<file path="src/rtl/core/ir_edge_duration_capture_top_macros.svh">
// Assertion helpers shared by the capture block.
// Every check samples on the rising edge of clk and is off while rst_n is low.
`ifndef IR_EDGE_DURATION_CAPTURE_TOP_MACROS_SVH
`define IR_EDGE_DURATION_CAPTURE_TOP_MACROS_SVH

// A condition that must hold on every clock edge.
`define IRDC_CHECK(label, expr, msg) \
    label: assert property (@(posedge clk) disable iff (!rst_n) (expr)) else $error(msg);

// A condition that must hold in the same cycle as its trigger.
`define IRDC_CHECK_IMP(label, ante, cons, msg) \
    label: assert property (@(posedge clk) disable iff (!rst_n) (ante) |-> (cons)) \
        else $error(msg);

// A condition that must hold in the cycle after its trigger.
`define IRDC_CHECK_NEXT(label, ante, cons, msg) \
    label: assert property (@(posedge clk) disable iff (!rst_n) (ante) |=> (cons)) \
        else $error(msg);

`endif

</file>
<file path="src/rtl/core/irdc_pkg.sv">
`default_nettype none

package irdc_pkg;

    // Capture buffer geometry.
    localparam int MAX_DURATIONS = 256;
    localparam int ADDR_W        = $clog2(MAX_DURATIONS);
    localparam int COUNT_W       = $clog2(MAX_DURATIONS + 1);

    // Fixed field widths of the channels.
    localparam int ACTION_W       = 2;
    localparam int READ_INDEX_W   = 8;
    localparam int STORED_COUNT_W = 9;
    localparam int DURATION_W     = 16;
    localparam int CFG_DATA_W     = 16;

    // Width used to compare a read index against the fill count.
    localparam int IDX_CMP_W = (COUNT_W > READ_INDEX_W) ? COUNT_W : READ_INDEX_W;

    localparam logic [DURATION_W-1:0] DURATION_MAX  = 16'hFFFF;
    localparam logic [DURATION_W-1:0] IDLE_RESET_US = 16'd15000;

    // Result queue between the front and back parts.
    localparam int Q_DEPTH = 4;
    localparam int QPTR_W  = $clog2(Q_DEPTH);
    localparam int QCNT_W  = $clog2(Q_DEPTH + 1);

    typedef enum logic [ACTION_W-1:0] {
        ACT_TICK  = 2'd0,
        ACT_EDGE  = 2'd1,
        ACT_READ  = 2'd2,
        ACT_CLEAR = 2'd3
    } action_t;

    typedef enum logic [0:0] {
        REG_ENABLE     = 1'b0,
        REG_IDLE_LIMIT = 1'b1
    } cfg_index_t;

    // Classified item handed from the front part to the back part.
    typedef struct packed {
        logic                      frame_ready;
        logic                      frame_active;
        logic                      frame_done;
        logic [STORED_COUNT_W-1:0] stored_count;
        logic                      read_hit;
    } stage_t;

    // One finished result waiting in the queue.
    typedef struct packed {
        logic                      frame_ready;
        logic                      frame_active;
        logic                      frame_done;
        logic [STORED_COUNT_W-1:0] stored_count;
        logic [DURATION_W-1:0]     read_duration;
    } result_t;

    // Access to the duration buffer issued by the front part.
    typedef struct packed {
        logic                  we;
        logic [ADDR_W-1:0]     waddr;
        logic [DURATION_W-1:0] wdata;
        logic                  re;
        logic [ADDR_W-1:0]     raddr;
    } ram_req_t;

endpackage

`default_nettype wire

</file>
<file path="src/rtl/core/irdc_channels.sv">
`default_nettype none

// Input item channel.
interface irdc_item_if;
    import irdc_pkg::*;

    logic                    valid;
    logic                    ready;
    action_t                 action;
    logic [READ_INDEX_W-1:0] read_index;

    modport source (output valid, output action, output read_index, input ready);
    modport sink   (input valid, input action, input read_index, output ready);
endinterface

// Result item channel.
interface irdc_result_if;
    import irdc_pkg::*;

    logic                      valid;
    logic                      ready;
    logic                      frame_ready;
    logic                      frame_active;
    logic                      frame_done;
    logic [STORED_COUNT_W-1:0] stored_count;
    logic [DURATION_W-1:0]     read_duration;

    modport source (output valid, output frame_ready, output frame_active,
                    output frame_done, output stored_count, output read_duration,
                    input ready);
    modport sink   (input valid, input frame_ready, input frame_active,
                    input frame_done, input stored_count, input read_duration,
                    output ready);
endinterface

`default_nettype wire

</file>
<file path="src/rtl/core/irdc_ram.sv">
`default_nettype none

module irdc_ram #(
    parameter int WIDTH = 16,
    parameter int DEPTH = 256
) (
    input  logic                     clk,
    input  logic                     we,
    input  logic [$clog2(DEPTH)-1:0] waddr,
    input  logic [WIDTH-1:0]         wdata,
    input  logic                     re,
    input  logic [$clog2(DEPTH)-1:0] raddr,
    output logic [WIDTH-1:0]         rdata
);

    logic [WIDTH-1:0] mem_reg [DEPTH];
    logic [WIDTH-1:0] rdata_reg;

    // One write port and one registered read port.
    always_ff @(posedge clk)
    begin
        if (we)
        begin
            mem_reg[waddr] <= wdata;
        end
        if (re)
        begin
            rdata_reg <= mem_reg[raddr];
        end
    end

    assign rdata = rdata_reg;

endmodule

`default_nettype wire

</file>
<file path="src/rtl/core/irdc_front.sv">
`default_nettype none
`include "ir_edge_duration_capture_top_macros.svh"

module irdc_front (
    input  logic                             clk,
    input  logic                             rst_n,
    irdc_item_if.sink                        items,
    input  logic                             cfg_we,
    input  irdc_pkg::cfg_index_t             cfg_index,
    input  logic [irdc_pkg::CFG_DATA_W-1:0]  cfg_data,
    input  logic                             take_ok,
    output logic                             stage_valid,
    output irdc_pkg::stage_t                 stage,
    output irdc_pkg::ram_req_t               ram_req
);
    import irdc_pkg::*;

    logic                  enable_reg, enable_next;
    logic [DURATION_W-1:0] idle_limit_reg, idle_limit_next;
    logic [COUNT_W-1:0]    total_reg, total_next;
    logic [DURATION_W-1:0] since_reg, since_next;
    logic                  recv_reg, recv_next;
    logic                  hold_reg, hold_next;
    logic                  accept;
    logic                  done;
    logic                  read_hit;
    logic [DURATION_W-1:0] since_inc;

    // A transfer is taken whenever the back part has room for its result.
    assign accept      = items.valid && take_ok;
    assign items.ready = take_ok;

    // Microsecond counter saturates at the largest duration.
    assign since_inc = (since_reg == DURATION_MAX) ? since_reg : since_reg + 1'b1;

    // Configuration register writes.
    always_comb
    begin
        enable_next     = enable_reg;
        idle_limit_next = idle_limit_reg;
        if (cfg_we)
        begin
            case (cfg_index)
                REG_ENABLE:     enable_next     = cfg_data[0];
                REG_IDLE_LIMIT: idle_limit_next = cfg_data[DURATION_W-1:0];
                default:        ;
            endcase
        end
    end

    // Frame state update and buffer access for the accepted item.
    always_comb
    begin
        total_next    = total_reg;
        since_next    = since_reg;
        recv_next     = recv_reg;
        hold_next     = hold_reg;
        done          = 1'b0;
        read_hit      = 1'b0;
        ram_req.we    = 1'b0;
        ram_req.waddr = total_reg[ADDR_W-1:0];
        ram_req.wdata = since_reg;
        ram_req.re    = 1'b0;
        ram_req.raddr = ADDR_W'(items.read_index);
        if (accept)
        begin
            case (items.action)
                ACT_TICK:
                begin
                    if (recv_reg)
                    begin
                        since_next = since_inc;
                        if (!hold_reg && (total_reg != '0) && (since_inc > idle_limit_reg))
                        begin
                            recv_next = 1'b0;
                            hold_next = 1'b1;
                            done      = 1'b1;
                        end
                    end
                end
                ACT_EDGE:
                begin
                    if (enable_reg && !hold_reg)
                    begin
                        if (!recv_reg)
                        begin
                            // First edge opens a new frame.
                            recv_next  = 1'b1;
                            total_next = '0;
                        end
                        else if (total_reg < COUNT_W'(MAX_DURATIONS))
                        begin
                            ram_req.we = 1'b1;
                            total_next = total_reg + 1'b1;
                        end
                        since_next = '0;
                    end
                end
                ACT_READ:
                begin
                    ram_req.re = 1'b1;
                    read_hit   = IDX_CMP_W'(items.read_index) < IDX_CMP_W'(total_reg);
                end
                ACT_CLEAR:
                begin
                    total_next = '0;
                    recv_next  = 1'b0;
                    hold_next  = 1'b0;
                end
                default: ;
            endcase
        end
    end

    // Classified item for the back part.
    always_comb
    begin
        stage_valid        = accept;
        stage.frame_ready  = hold_next;
        stage.frame_active = recv_next;
        stage.frame_done   = done;
        stage.stored_count = STORED_COUNT_W'(total_next);
        stage.read_hit     = read_hit;
    end

    always_ff @(posedge clk or negedge rst_n)
    begin
        if (!rst_n)
        begin
            enable_reg     <= 1'b1;
            idle_limit_reg <= IDLE_RESET_US;
            total_reg      <= '0;
            since_reg      <= '0;
            recv_reg       <= 1'b0;
            hold_reg       <= 1'b0;
        end
        else
        begin
            enable_reg     <= enable_next;
            idle_limit_reg <= idle_limit_next;
            total_reg      <= total_next;
            since_reg      <= since_next;
            recv_reg       <= recv_next;
            hold_reg       <= hold_next;
        end
    end

    `IRDC_CHECK(hold_excludes_recv, !(hold_reg && recv_reg), "held frame still receiving")
    `IRDC_CHECK(total_in_range, total_reg <= COUNT_W'(MAX_DURATIONS), "fill count overflow")
    `IRDC_CHECK_NEXT(held_edge_ignored, accept && (items.action == ACT_EDGE) && hold_reg, $stable(total_reg) && $stable(since_reg), "edge changed a held frame")

endmodule

`default_nettype wire

</file>
<file path="src/rtl/core/irdc_back.sv">
`default_nettype none
`include "ir_edge_duration_capture_top_macros.svh"

module irdc_back (
    input  logic                            clk,
    input  logic                            rst_n,
    input  logic                            stage_valid,
    input  irdc_pkg::stage_t                stage,
    input  logic [irdc_pkg::DURATION_W-1:0] ram_rdata,
    output logic                            take_ok,
    irdc_result_if.source                   results
);
    import irdc_pkg::*;

    localparam int CRED_W = QCNT_W + 1;

    logic                  s1_valid_reg;
    stage_t                s1_reg;
    result_t               q_mem_reg [Q_DEPTH];
    logic [QPTR_W-1:0]     wr_ptr_reg, wr_ptr_next;
    logic [QPTR_W-1:0]     rd_ptr_reg, rd_ptr_next;
    logic [QCNT_W-1:0]     cnt_reg, cnt_next;
    logic                  push;
    logic                  pop;
    result_t               push_item;
    result_t               head;

    // Room is counted for the item still waiting on the buffer read.
    assign take_ok = ({1'b0, cnt_reg} + CRED_W'(s1_valid_reg)) < CRED_W'(Q_DEPTH);

    assign push = s1_valid_reg;
    assign pop  = results.valid && results.ready;

    // Join the classified item with the buffer read data.
    always_comb
    begin
        push_item.frame_ready   = s1_reg.frame_ready;
        push_item.frame_active  = s1_reg.frame_active;
        push_item.frame_done    = s1_reg.frame_done;
        push_item.stored_count  = s1_reg.stored_count;
        push_item.read_duration = s1_reg.read_hit ? ram_rdata : '0;
    end

    // Queue pointers and fill level.
    always_comb
    begin
        wr_ptr_next = push ? wr_ptr_reg + 1'b1 : wr_ptr_reg;
        rd_ptr_next = pop  ? rd_ptr_reg + 1'b1 : rd_ptr_reg;
        cnt_next    = cnt_reg + QCNT_W'(push) - QCNT_W'(pop);
    end

    always_ff @(posedge clk or negedge rst_n)
    begin
        if (!rst_n)
        begin
            s1_valid_reg <= 1'b0;
            wr_ptr_reg   <= '0;
            rd_ptr_reg   <= '0;
            cnt_reg      <= '0;
        end
        else
        begin
            s1_valid_reg <= stage_valid;
            wr_ptr_reg   <= wr_ptr_next;
            rd_ptr_reg   <= rd_ptr_next;
            cnt_reg      <= cnt_next;
        end
    end

    // Payload storage needs no reset.
    always_ff @(posedge clk)
    begin
        if (stage_valid)
        begin
            s1_reg <= stage;
        end
        if (push)
        begin
            q_mem_reg[wr_ptr_reg] <= push_item;
        end
    end

    // Head of the queue drives the result channel.
    assign head                  = q_mem_reg[rd_ptr_reg];
    assign results.valid         = cnt_reg != '0;
    assign results.frame_ready   = head.frame_ready;
    assign results.frame_active  = head.frame_active;
    assign results.frame_done    = head.frame_done;
    assign results.stored_count  = head.stored_count;
    assign results.read_duration = head.read_duration;

    `IRDC_CHECK(queue_level_bound, cnt_reg <= QCNT_W'(Q_DEPTH), "result queue overfilled")
    `IRDC_CHECK_IMP(push_has_room, s1_valid_reg, cnt_reg < QCNT_W'(Q_DEPTH), "push into full queue")

endmodule

`default_nettype wire

</file>
<file path="src/rtl/core/ir_edge_duration_capture_top.sv">
// Infrared edge duration capture. Each input transfer is a one-microsecond
// tick, a line edge, a read of a stored duration or a clear; each one yields
// exactly one result transfer that reflects the state after it. The block takes
// one item every clock cycle while input ready is high; a result passes
// through the registered read of the 256-entry duration buffer and then
// enters a four-entry result queue. The queue lets the input keep
// flowing while the consumer stalls, and input ready drops only once the
// queue and the read stage hold four results. The buffer is not cleared after
// reset; only entries below the current count are ever returned. Registers:
// index 0 enable (bit 0, reset 1), index 1 idle limit in microseconds (reset
// 15000); write them only while no items are in flight.
`default_nettype none

module ir_edge_duration_capture_top (
    input  logic                            clk,
    input  logic                            rst_n,
    irdc_item_if.sink                       items,
    irdc_result_if.source                   results,
    input  logic                            cfg_we,
    input  irdc_pkg::cfg_index_t            cfg_index,
    input  logic [irdc_pkg::CFG_DATA_W-1:0] cfg_data
);
    import irdc_pkg::*;

    logic                  take_ok;
    logic                  stage_valid;
    stage_t                stage;
    ram_req_t              ram_req;
    logic [DURATION_W-1:0] ram_rdata;

    // Front part: accepts items, keeps the frame state, drives the buffer.
    irdc_front u_front (
        .clk         (clk),
        .rst_n       (rst_n),
        .items       (items),
        .cfg_we      (cfg_we),
        .cfg_index   (cfg_index),
        .cfg_data    (cfg_data),
        .take_ok     (take_ok),
        .stage_valid (stage_valid),
        .stage       (stage),
        .ram_req     (ram_req)
    );

    // Duration buffer.
    irdc_ram #(
        .WIDTH (DURATION_W),
        .DEPTH (MAX_DURATIONS)
    ) u_ram (
        .clk   (clk),
        .we    (ram_req.we),
        .waddr (ram_req.waddr),
        .wdata (ram_req.wdata),
        .re    (ram_req.re),
        .raddr (ram_req.raddr),
        .rdata (ram_rdata)
    );

    // Back part: joins read data and queues results for the consumer.
    irdc_back u_back (
        .clk         (clk),
        .rst_n       (rst_n),
        .stage_valid (stage_valid),
        .stage       (stage),
        .ram_rdata   (ram_rdata),
        .take_ok     (take_ok),
        .results     (results)
    );

endmodule

`default_nettype wire

</file>
<file path="src/flat_wrapper.sv">
// flat-port wrapper written by rule: the top's interface ports become plain ports
module ir_edge_duration_capture_top_flat import irdc_pkg::*;
  (clk, rst_n, cfg_we, cfg_index, cfg_data, items_valid, items_action, items_read_index, items_ready, results_valid, results_frame_ready, results_frame_active, results_frame_done, results_stored_count, results_read_duration, results_ready);
  irdc_item_if items_i ();
  irdc_result_if results_i ();
  input  logic clk;
  input  logic rst_n;
  input  logic cfg_we;
  input  irdc_pkg::cfg_index_t cfg_index;
  input  logic [irdc_pkg::CFG_DATA_W-1:0] cfg_data;
  input wire logic [$bits(items_i.valid)-1:0] items_valid;
  input wire logic [$bits(items_i.action)-1:0] items_action;
  input wire logic [$bits(items_i.read_index)-1:0] items_read_index;
  output wire logic [$bits(items_i.ready)-1:0] items_ready;
  output wire logic [$bits(results_i.valid)-1:0] results_valid;
  output wire logic [$bits(results_i.frame_ready)-1:0] results_frame_ready;
  output wire logic [$bits(results_i.frame_active)-1:0] results_frame_active;
  output wire logic [$bits(results_i.frame_done)-1:0] results_frame_done;
  output wire logic [$bits(results_i.stored_count)-1:0] results_stored_count;
  output wire logic [$bits(results_i.read_duration)-1:0] results_read_duration;
  input wire logic [$bits(results_i.ready)-1:0] results_ready;
  assign items_i.valid = items_valid;
  assign items_i.action = items_action;
  assign items_i.read_index = items_read_index;
  assign items_ready = items_i.ready;
  assign results_valid = results_i.valid;
  assign results_frame_ready = results_i.frame_ready;
  assign results_frame_active = results_i.frame_active;
  assign results_frame_done = results_i.frame_done;
  assign results_stored_count = results_i.stored_count;
  assign results_read_duration = results_i.read_duration;
  assign results_i.ready = results_ready;
  ir_edge_duration_capture_top u_core (.clk(clk), .rst_n(rst_n), .items(items_i), .results(results_i), .cfg_we(cfg_we), .cfg_index(cfg_index), .cfg_data(cfg_data));
endmodule
</file>
<file path="config.mk">
export PLATFORM = sky130hd
export DESIGN_NAME = ir_edge_duration_capture_top_flat
export DESIGN_NICKNAME = d
export VERILOG_FILES = /design/src/rtl/core/irdc_pkg.sv /design/src/rtl/core/irdc_channels.sv /design/src/rtl/core/irdc_ram.sv /design/src/rtl/core/irdc_front.sv /design/src/rtl/core/irdc_back.sv /design/src/rtl/core/ir_edge_duration_capture_top.sv /design/src/flat_wrapper.sv
export VERILOG_INCLUDE_DIRS = /design/src /design/src/rtl/core
export SDC_FILE = /design/constraint.sdc
export NUM_CORES = 2
export LEC_CHECK = 0
export BUFFER_PORTS_ARGS = -buffer_cell sky130_fd_sc_hd__buf_4
export CORE_ASPECT_RATIO = 1.5
export CORE_UTILIZATION = 46
export CTS_CLUSTER_SIZE = 8
export DETAILED_ROUTE_END_ITERATION = 7
export SYNTH_ARGS = -nofsm -noshare
export SYNTH_HDL_FRONTEND = slang
export SYNTH_MEMORY_MAX_BITS = 65536
export SYNTH_SLANG_ARGS = --single-unit
</file>
<file path="constraint.sdc">
create_clock -name clk -period 8.35 [get_ports clk]
set_input_delay 1.2525 -clock clk [delete_from_list [all_inputs] [get_ports clk]]
set_output_delay 1.2525 -clock clk [all_outputs]
set_load 0.01 [all_outputs]
</file>
==> impl_metrics.env <==
export IMPL_seq_area_um2=129000
export IMPL_holdWs_ns=0.382
export IMPL_p_sw_mw=10.5
export IMPL_fin_nets=8379
export IMPL_fp_dieH_um=734
export IMPL_routed_via_density=6.21
export IMPL_cp_start_kind="primary input"
export IMPL_coreArea_um2=355000
export IMPL_initial_utilization=0.462
export IMPL_firstDrtPassIters=6
export IMPL_min_period_over_period=0.575
export IMPL_avgRoutedWirePerCell_um=34.9
export IMPL_crit_type="in2reg"
export IMPL_die_area_um2=360000
export IMPL_synth_async_reset_ratio=0.0121
export IMPL_hold_buffers=0
export IMPL_cp_end_kind="flip-flop"
export IMPL_cts_max_level=6
export IMPL_r2r_start="u_core.u_front.since_reg[1]"
export IMPL_fillers=27300
export IMPL_p_leak_nw=66.2
export IMPL_p_total_mw=48.6
export IMPL_antenna_found_initial=30
export IMPL_synth_compound_area_frac=0.0364
export IMPL_swShare=0.217
export IMPL_synthAdderAreaFrac=0.00317
export IMPL_synth_xor_area_frac=0.000799
export IMPL_period_minus_slack_ns=4.80
export IMPL_cts_buffer_depth=4
export IMPL_postRouteAntennaNets=0
export IMPL_worst_pin_slew_ns=1.39
export IMPL_cts_setup_buffers=0
export IMPL_p_seq_frac=0.500
export IMPL_vias=82000
export IMPL_std_cell_rows=268
export IMPL_finalSetupViolations=0
export IMPL_r2r_cells=15
export IMPL_worst_r2r_endpoint="u_core.u_back.push_item[27]"
export IMPL_syn_to_final_growth_pct=14.8
export IMPL_peakVddDrop_uv=170
export IMPL_port_buffers=61
export IMPL_slew_viol_final=0
export IMPL_grt_max_degree=215
export IMPL_relSlewSlack=0.0726
export IMPL_cts_root_buffer="clkbuf_16"
export IMPL_r2r_setup_slack_ns=3.72
export IMPL_cp_required_ns=9.01
export IMPL_status="completed"
export IMPL_synth_top_area_share=0.774
export IMPL_yosysSeqAreaShare=0.782
export IMPL_synth_avg_cell_area_um2=21.5
export IMPL_timing_fmax_ghz=0.208
export IMPL_crit_arrival_ns=5.46
export IMPL_p_per_area_nw_per_um2=258
export IMPL_cts_tree="built"
export IMPL_cts_resized_gates=0
export IMPL_critPathMaxFanout=63
export IMPL_grt_pass1_vias=84600
export IMPL_synth_top_family_by_area="multiplexers"
export IMPL_io_pins=62
export IMPL_pwr_share_comb=0.051
export IMPL_cts_reportedPaths_clkPinSlew_ns=0.05
export IMPL_cts_sinks=4289
export IMPL_synth_seq_cells=4289
export IMPL_synth_simple_gate_area_frac=0.0187
export IMPL_syn_inst=7659
export IMPL_drt_iter0_drc=8705
export IMPL_syn_num_nets=7732
export IMPL_finalHoldViolCount=0
export IMPL_numCtsBuffers=610
export IMPL_ys_types=65
export IMPL_synth_top_area_cell="edfxtp_1"
export IMPL_track_usage=0.253
export IMPL_synth_mux_area_frac=0.143
export IMPL_multi_input_area_um2=33500
export IMPL_grt_pass1_wl_um=645000
export IMPL_hp_class="in2async"
export IMPL_layout_drive_gt1_share=0.249
export IMPL_ys_warnings_count=0
export IMPL_syn_area_um2=164000
export IMPL_routed_wl_um=460000
export IMPL_dp_hpwl_um=280000
export IMPL_clk_insertion_delay_late_ns=0.96
export IMPL_die_x_um=490
export IMPL_synth_main_ff_cell="edfxtp_1"
export IMPL_gp_congestion=0.909
export IMPL_fin_skew_ns=0.0599
export IMPL_synthTopCellsByArea="edfxtp_1 77%, mux4_2 11%, mux2i_1 2.9%"
export IMPL_largest_register_ffs=4096
export IMPL_maxCapViolCount=0
export IMPL_synth_edff_count=4237
export IMPL_p_clk_frac=0.449
export IMPL_rsz0062_at_grt="false"
export IMPL_fin_tns_setup_ns=0
export IMPL_drc=0
export IMPL_internal_power_mw=38.1
export IMPL_overflow=0
## per-layer routing
metal,global-route usage,part of all wire,vias up
met3,0.0317,0.056,898
met2,0.441,0.52,3519
met4,0.159,0.070,2
li1,-,-,33500
met1,0.297,0.35,44100
met5,0,0.000020,-
## kinds of logic after synthesis
| kind of cell | count (synthesis) |
|---|---|
| flip-flops | 4289 |
| multiplexers | 1315 |
| AO/OA/AOI/OAI | 856 |
| AND/OR/NAND/NOR | 657 |
| buffers and inverters | 486 |
| adder cells (fa/ha/maj) | 41 |
| XOR/XNOR | 15 |
## cells in the mapped netlist (all sizes together) (5+ instances only)
master  instances
edfxtp       4237
mux4          825
mux2i         469
nor2          304
o22ai         276
buf           232
clkbuf        213
a22oi         165
a21oi         125
a22o          125
nor3          107
nor4           77
a221oi         66
nand2          59
dfrtp          44
inv            41
ha             40
and2           29
o21ai          28
nand3          24
nand4          24
mux2           21
a31oi          19
o211ai         17
xnor2           9
dfstp           8
nand2b          6
xor2            6
nor2b           5
o41ai           5
or3             5
## cells in the final DEF (no fill, tap or decap), types with 25 or more instances in the layout
cell       instances
nor3_1           100
ha_1              40
diode_2           76
a221oi_1          60
mux2i_1          469
nand2_1           47
nor2_1           277
o22ai_1          276
o21ai_0           26
and2_1            25
buf_4            453
clkbuf_16        627
dfrtp_1           27
nor4_1            70
a21oi_1          125
a22oi_1          165
clkbuf_1          35
mux4_2           825
edfxtp_1        4237
inv_1             40
a22o_1           125
## power by group through the flow
stage | Combinational, mW | Clock [mW] | Sequential, mW
floorplan | 1.29 | 0 | 24.7
global placement | 2.46 | 0 | 24.7
detailed placement | 2.51 | 0 | 24.7
CTS | 2.51 | 22.1 | 24.3
global route | 2.58 | 22.9 | 24.3
finish | 2.48 | 21.8 | 24.3
## cell type report
type                    count  area share
repair buffers            480      0.0209
multi-input cells        2884       0.177
flip-flops and latches   4289       0.682
diodes                     76     0.00101
well taps                4725      0.0313
clock buffers             662      0.0839
inverters                  41    0.000816
clock inverters            36     0.00267
## metrics by stage
step / cell area (um^2) / worst slack, ns / std cells / utilization
after floorplan: 164000 / 1.53 / 7659 / -
after global placement: 172000 / 2.51 / 12400 / 0.484
after detailed placement: 172000 / 2.57 / 12400 / 0.484
after CTS: 188000 / 3.11 / 13100 / 0.530
after global routing: 189000 / 3.37 / 13200 / 0.531
final: 189000 / 3.55 / 13200 / 0.531
## critical path, cell delays in order
cell and delay [ns]:
buf_16 0.28, buf_4 0.75, buf_4 0.46, mux4_2 0.60, a22o_1 0.26, nor4_1 0.87
a21oi_1 0.19, nand4_1 0.32, nor3_1 0.12
## how the worst max path moves through the flow
stage,slack [ns],endpoint,cells after the start,start
5_1_grt,3.37,u_core.u_back.push_item[27],15,u_core.u_front.since_reg[1]
6_report,3.55,u_core.u_ram.rdata[14],9,items_read_index[0]
3_5_place_dp,2.57,u_core.u_ram.rdata[14],9,items_read_index[0]
3_3_place_gp,2.51,u_core.u_ram.rdata[14],9,items_read_index[0]
2_1_floorplan,1.53,u_core.u_back.push_item[27],12,u_core.u_front.since_reg[0]
4_1_cts,3.11,u_core.u_back.push_item[27],14,u_core.u_front.since_reg[1]
Note: power is estimated with default switching activity, not from simulation.
